[src/rtl/core/bda_pkg.sv]
// ----------------------------------------------------------------------------
// bda_pkg
// Shared constants and types for the binary to decimal ASCII converter.
// ----------------------------------------------------------------------------
package bda_pkg;

  // Width of the converted value (valid range 4..64).
  localparam int NUMBER_WIDTH = 32;

  // Decimal digits of the largest value: floor(W * log10(2)) + 1.
  localparam int NUM_DIGITS = ((NUMBER_WIDTH * 1233) >> 12) + 1;

  localparam int BCD_WIDTH   = 4 * NUM_DIGITS;
  localparam int BIT_CNT_W   = (NUMBER_WIDTH > 1) ? $clog2(NUMBER_WIDTH) : 1;
  localparam int DIGIT_CNT_W = $clog2(NUM_DIGITS + 1);

  localparam logic [5:0] ASCII_ZERO = 6'd48;

  typedef enum logic [3:0] {
    S_IDLE = 4'b0001,
    S_CONV = 4'b0010,
    S_SKIP = 4'b0100,
    S_EMIT = 4'b1000
  } state_t;

endpackage

[src/rtl/core/binary_to_decimal_ascii_top.sv]
// ----------------------------------------------------------------------------
// binary_to_decimal_ascii_top
// Bit-serial binary to decimal ASCII converter, one character per transaction.
// ----------------------------------------------------------------------------
// Usage:
//   Input channel (in_valid/in_ready/number) takes one unsigned value per
//   transaction. Output channel (out_valid/out_ready/digit_char/last_digit)
//   returns the decimal digits as ASCII, most significant first, with no
//   leading zeros; last_digit marks the final character. Zero gives one '0'.
//   Only one value is in flight: in_ready is high only while idle.
// Conversion and throughput:
//   Conversion runs a shift-add-3 (double dabble) pass, one binary bit per
//   cycle over all NUMBER_WIDTH (32) bits. Leading zero digits are then dropped
//   one per cycle (up to NUM_DIGITS-1 = 9), the leading digit is found, and
//   each digit is held on the output until out_ready takes it. A new value is
//   taken only after the last character of the previous one has gone out.
// Reset:
//   rst (synchronous, active high) returns the sequencer to idle and drops
//   any partly converted value.
// Stalls:
//   When out_ready is low the current character and its flag hold steady;
//   the block simply waits, nothing is lost.
// ----------------------------------------------------------------------------
module binary_to_decimal_ascii_top (
  input  logic                            clk,
  input  logic                            rst,
  input  logic                            in_valid,
  output logic                            in_ready,
  input  logic [bda_pkg::NUMBER_WIDTH-1:0] number,
  output logic                            out_valid,
  input  logic                            out_ready,
  output logic [5:0]                      digit_char,
  output logic                            last_digit
);
  import bda_pkg::*;

  state_t                   state, state_next;
  logic [NUMBER_WIDTH-1:0]  bin_sr;
  logic [BCD_WIDTH-1:0]     bcd;
  logic [BCD_WIDTH-1:0]     bcd_adj;
  logic [BIT_CNT_W-1:0]     bit_cnt;
  logic [DIGIT_CNT_W-1:0]   digits_left;
  logic [3:0]               top_digit;

  // Add-3 correction on every BCD digit; each digit is an independent lane.
  always_comb begin
    for (int i = 0; i < NUM_DIGITS; i++) begin
      if (bcd[4*i +: 4] >= 4'd5) begin
        bcd_adj[4*i +: 4] = bcd[4*i +: 4] + 4'd3;
      end else begin
        bcd_adj[4*i +: 4] = bcd[4*i +: 4];
      end
    end
  end

  assign top_digit = bcd[BCD_WIDTH-1 -: 4];

  // Sequencer: idle -> convert -> drop leading zeros -> emit characters.
  always_comb begin
    state_next = state;
    unique case (state)
      S_IDLE: begin
        if (in_valid) begin
          state_next = S_CONV;
        end
      end
      S_CONV: begin
        if (bit_cnt == BIT_CNT_W'(NUMBER_WIDTH - 1)) begin
          state_next = S_SKIP;
        end
      end
      S_SKIP: begin
        if (top_digit != 4'd0 || digits_left == DIGIT_CNT_W'(1)) begin
          state_next = S_EMIT;
        end
      end
      S_EMIT: begin
        if (out_ready && digits_left == DIGIT_CNT_W'(1)) begin
          state_next = S_IDLE;
        end
      end
      default: state_next = S_IDLE;
    endcase
  end

  always_ff @(posedge clk) begin
    if (rst) begin
      state <= S_IDLE;
    end else begin
      state <= state_next;
    end
  end

  // Datapath: binary shifter, BCD accumulator and counters.
  always_ff @(posedge clk) begin
    case (state)
      S_IDLE: begin
        // Load a new value and clear the accumulator.
        bin_sr      <= number;
        bcd         <= '0;
        bit_cnt     <= '0;
        digits_left <= DIGIT_CNT_W'(NUM_DIGITS);
      end
      S_CONV: begin
        // Correct, then shift one binary bit into the BCD register.
        bcd     <= {bcd_adj[BCD_WIDTH-2:0], bin_sr[NUMBER_WIDTH-1]};
        bin_sr  <= {bin_sr[NUMBER_WIDTH-2:0], 1'b0};
        bit_cnt <= bit_cnt + BIT_CNT_W'(1);
      end
      S_SKIP: begin
        // Drop a leading zero digit, keeping at least one.
        if (top_digit == 4'd0 && digits_left != DIGIT_CNT_W'(1)) begin
          bcd         <= {bcd[BCD_WIDTH-5:0], 4'd0};
          digits_left <= digits_left - DIGIT_CNT_W'(1);
        end
      end
      S_EMIT: begin
        // Advance to the next digit once the current one is taken.
        if (out_ready) begin
          bcd         <= {bcd[BCD_WIDTH-5:0], 4'd0};
          digits_left <= digits_left - DIGIT_CNT_W'(1);
        end
      end
      default: begin
        bcd <= bcd;
      end
    endcase
  end

  assign in_ready   = (state == S_IDLE);
  assign out_valid  = (state == S_EMIT);
  assign digit_char = ASCII_ZERO + {2'b00, top_digit};
  assign last_digit = (digits_left == DIGIT_CNT_W'(1));

endmodule

[config.mk]
export PLATFORM = sky130hd
export DESIGN_NAME = binary_to_decimal_ascii_top
export DESIGN_NICKNAME = d
export VERILOG_FILES = /design/src/rtl/core/bda_pkg.sv /design/src/rtl/core/binary_to_decimal_ascii_top.sv
export SDC_FILE = /design/constraint.sdc
export NUM_CORES = 1
export LEC_CHECK = 0
export ABC_AREA = 1
export BUFFER_PORTS_ARGS = -buffer_cell sky130_fd_sc_hd__buf_4
export CELL_PAD_IN_SITES_DETAIL_PLACEMENT = 1
export CELL_PAD_IN_SITES_GLOBAL_PLACEMENT = 1
export CORE_MARGIN = 3
export CORE_UTILIZATION = 43
export CTS_BUF_LIST = sky130_fd_sc_hd__clkbuf_4 sky130_fd_sc_hd__clkbuf_8 sky130_fd_sc_hd__clkbuf_16
export DETAILED_ROUTE_END_ITERATION = 12
export PLACE_DENSITY = 0.77
export REMOVE_ABC_BUFFERS = 1
export SLEW_MARGIN = 15
export SYNTH_ARGS = -nofsm -noshare
export SYNTH_HDL_FRONTEND = slang
export SYNTH_SLANG_ARGS = --single-unit
[constraint.sdc]
create_clock -name clk -period 4.1 [get_ports clk]
set_input_delay 0.205 -clock clk [delete_from_list [all_inputs] [get_ports clk]]
set_output_delay 0.205 -clock clk [all_outputs]
set_load 0.005 [all_outputs]
==> results_dict.tcl <==
set metrics [dict create \
    clock_latency_ps 350 \
    start_util 0.4498 \
    criticalPathCategory "reg -> reg" \
    cts_hold_buf 0 \
    synth_area_mm2 0.004706 \
    layout_min_cycle_time_ps 2353 \
    viasPerCell 5.144 \
    core_mm2 0.01046 \
    wl_um 10100 \
    crit_arrival_ps 2350 \
    first_global_vias 3739 \
    finClkSkew_ps 7.321 \
    antenna-diode-count 0 \
    muxShareOfSynthArea 0 \
    fin_area_mm2 0.005263 \
    dpl.cell_count 670 \
    cts_root_buf "clkbuf_8" \
    clockBufferDepth 2 \
    grt_usage 0.1682 \
    power_density_mw_per_mm2 715.6 \
    period_share 0.5740 \
    status "finished clean" \
    ir_drop_uv 351.0 \
    finalMaxSlewViolations 0 \
    cpMostUsedCell "buf_4" \
    worst-path-max-fanout 56 \
    required_ps 4100 \
    fmax_mhz 425.0 \
    h-tree-depth 3 \
    cts_inserted_buffers 9 \
    fin_nets 606 \
    place_area_mm2 0.005089 \
    cap_violations 0 \
    setup_violations 0 \
    drt_iter0_drc 111 \
    synth-simple-area-share 0.1627 \
    seq_area_mm2 0.002512 \
    hold_viol 0 \
    worst_pin_slew_ps 663.5 \
    dieHeight_um 110.6 \
    ant_nets 0 \
    cp-end-kind "flop" \
    detail_route.wl_per_cell_um 14.73 \
    crit_chain "nor2_2 -> nand2_2 -> inv_2 -> buf_4 -> nor2_1 -> a21oi_4 -> buf_4" \
    hold_class "in -> reg" \
    clkTransAtPathRegs_ps 90 \
    grt_pass1_wl_um 17150 \
    rows 37 \
    maxSlewHeadroom 0.5576 \
    ys_types 32 \
    leakagePower_nw 2.249 \
    cts.repair.resized 0 \
    cp_slowest_cell "buf_4" \
    yosys_warnings 0 \
    grt_max_degree 57 \
    antenna_found_initial 0 \
    multiInputGateArea_mm2 0.001798 \
    stdcell_count 686 \
    fill_cells 1232 \
    drc 0 \
    synth-xor-area-share 0.01303 \
    die_area_mm2 0.01223 \
    synth_top_family_by_area "simple AND/OR/NAND/NOR gates" \
    synthAdderAreaFrac 0.06647 \
    clock_sinks 85 \
    rsz0062_at_grt "false" \
    fp.dieW_um 110.6 \
    synthCells 508 \
    port_buffers 42 \
    syn_avg_cell_area_um2 9.263 \
    drive_gt1_frac 0.1509 \
    vias 3529 \
    synth_seq_cells 85 \
    cp-start-kind "flop" \
    syn2layout_area_growth_pct 11.83 \
    whs_ps 32.84 \
    synth-seq-area-share 0.5339 \
    ios 45 \
    synth_compound_gate_area_share 0.1359 \
    place_congestion 0.7506 \
    max_stage_delay_ps 480 \
    dp_hpwl_um 7026 \
    overflow 0 \
    cts_tree "yes" \
    cts_setup_buffers 0 \
    dr.pass1.iters 5 \
]
[placed cells by master (no fill, tap or decap), drive strengths merged, types with 6 or more instances in the layout]
cell type  count
inv           69
o21ai         70
buf           47
nor2          31
nand2        128
edfxtp        81
a21oi         31
clkbuf         9
xor2           6
o22ai          9
ha            25
nand3         17
[Yosys cell counts (all sizes together)]
| cell | number | area (um2) |
|---|---|---|
| a21oi | 31 | 181.4 |
| a31oi | 1 | 6.260 |
| buf | 20 | 147.6 |
| clkbuf | 2 | 7.510 |
| conb | 1 | 3.750 |
| dfxtp | 4 | 80.08 |
| edfxtp | 81 | 2432 |
| ha | 25 | 312.8 |
| inv | 68 | 255.3 |
| nand2 | 128 | 485.5 |
| nand3 | 17 | 85.08 |
| nand4 | 2 | 12.51 |
| nor2 | 31 | 138.9 |
| nor3 | 1 | 5.000 |
| nor3b | 1 | 7.510 |
| o211ai | 1 | 7.510 |
| o21ai | 70 | 365.3 |
| o21bai | 1 | 7.510 |
| o22ai | 9 | 56.30 |
| o31ai | 2 | 15.01 |
| or2 | 5 | 31.28 |
| xnor2 | 1 | 8.760 |
| xor2 | 6 | 52.55 |
[path summary, 6_finish.rpt]
kind	start	endpoint	slack, ps	cells past startpoint
setup / recovery	state[2]	bcd[2]	1750	7
hold / removal	rst	state[2]	30	2
setup reg to reg	state[2]	bcd[2]	1750	7
hold reg to reg	bin_sr[21]	bin_sr[22]	520	2
[per-stage QoR]
step	power (mW)	setup TNS (ps)	util	setup slack, ps
final	3.766	0	0.5030	1747
after global routing	4.096	0	0.5030	1519
after CTS	3.806	0	0.5030	1717
after detailed placement	3.258	0	0.4864	1740
after global placement	3.137	0	0.4864	1789
after floorplan	2.749	-2959	-	-73.97
[power by group]
group / switching (mW) / internal, mW
Sequential: 0.242 / 1.56
Clock: 0.326 / 0.221
Combinational: 0.993 / 0.423
Total: 1.56 / 2.20
[metal layers]
metal | routed length [um] | GRT usage | share of wire
met5 | 0 | 0 | 0
met3 | 248 | 0.02356 | 0.025
met1 | 4514 | 0.2049 | 0.45
met2 | 5153 | 0.3010 | 0.51
met4 | 186 | 0.06322 | 0.018
[cells by family after synthesis]
kind of cell / after synthesis
AOI/OAI and AO/OA: 115
xor gates and xnor gates: 7
adders and majority gates: 25
buffers and inverters: 90
DFF: 85
other: 1
and+or+nand+nor: 185
[layout make-up]
cell class / instances / share of cell area
Clock buffer: 9 / 0.02354
Multi-Input combinational cell: 334 / 0.3417
Clock inverter: 7 / 0.009510
Sequential cell: 85 / 0.4774
Timing Repair Buffer: 47 / 0.06705
Inverter: 68 / 0.04850
Tap cell: 136 / 0.03233
[worst max-delay path, delay by kind of cell, from the launching register on]
kind,cells,cell delay (ps)
AND/OR/NAND/NOR,3,450
buffers and inverters,3,990
flip-flops,1,340
AO/OA/AOI/OAI,1,170
[flip-flops by register name, indices dropped and copies added (netlist names)]
name,cells
bin_sr,32
digits_left,4
state,4
bit_cnt,5
bcd,40
No activity file was read; power rests on OpenSTA's default activity.
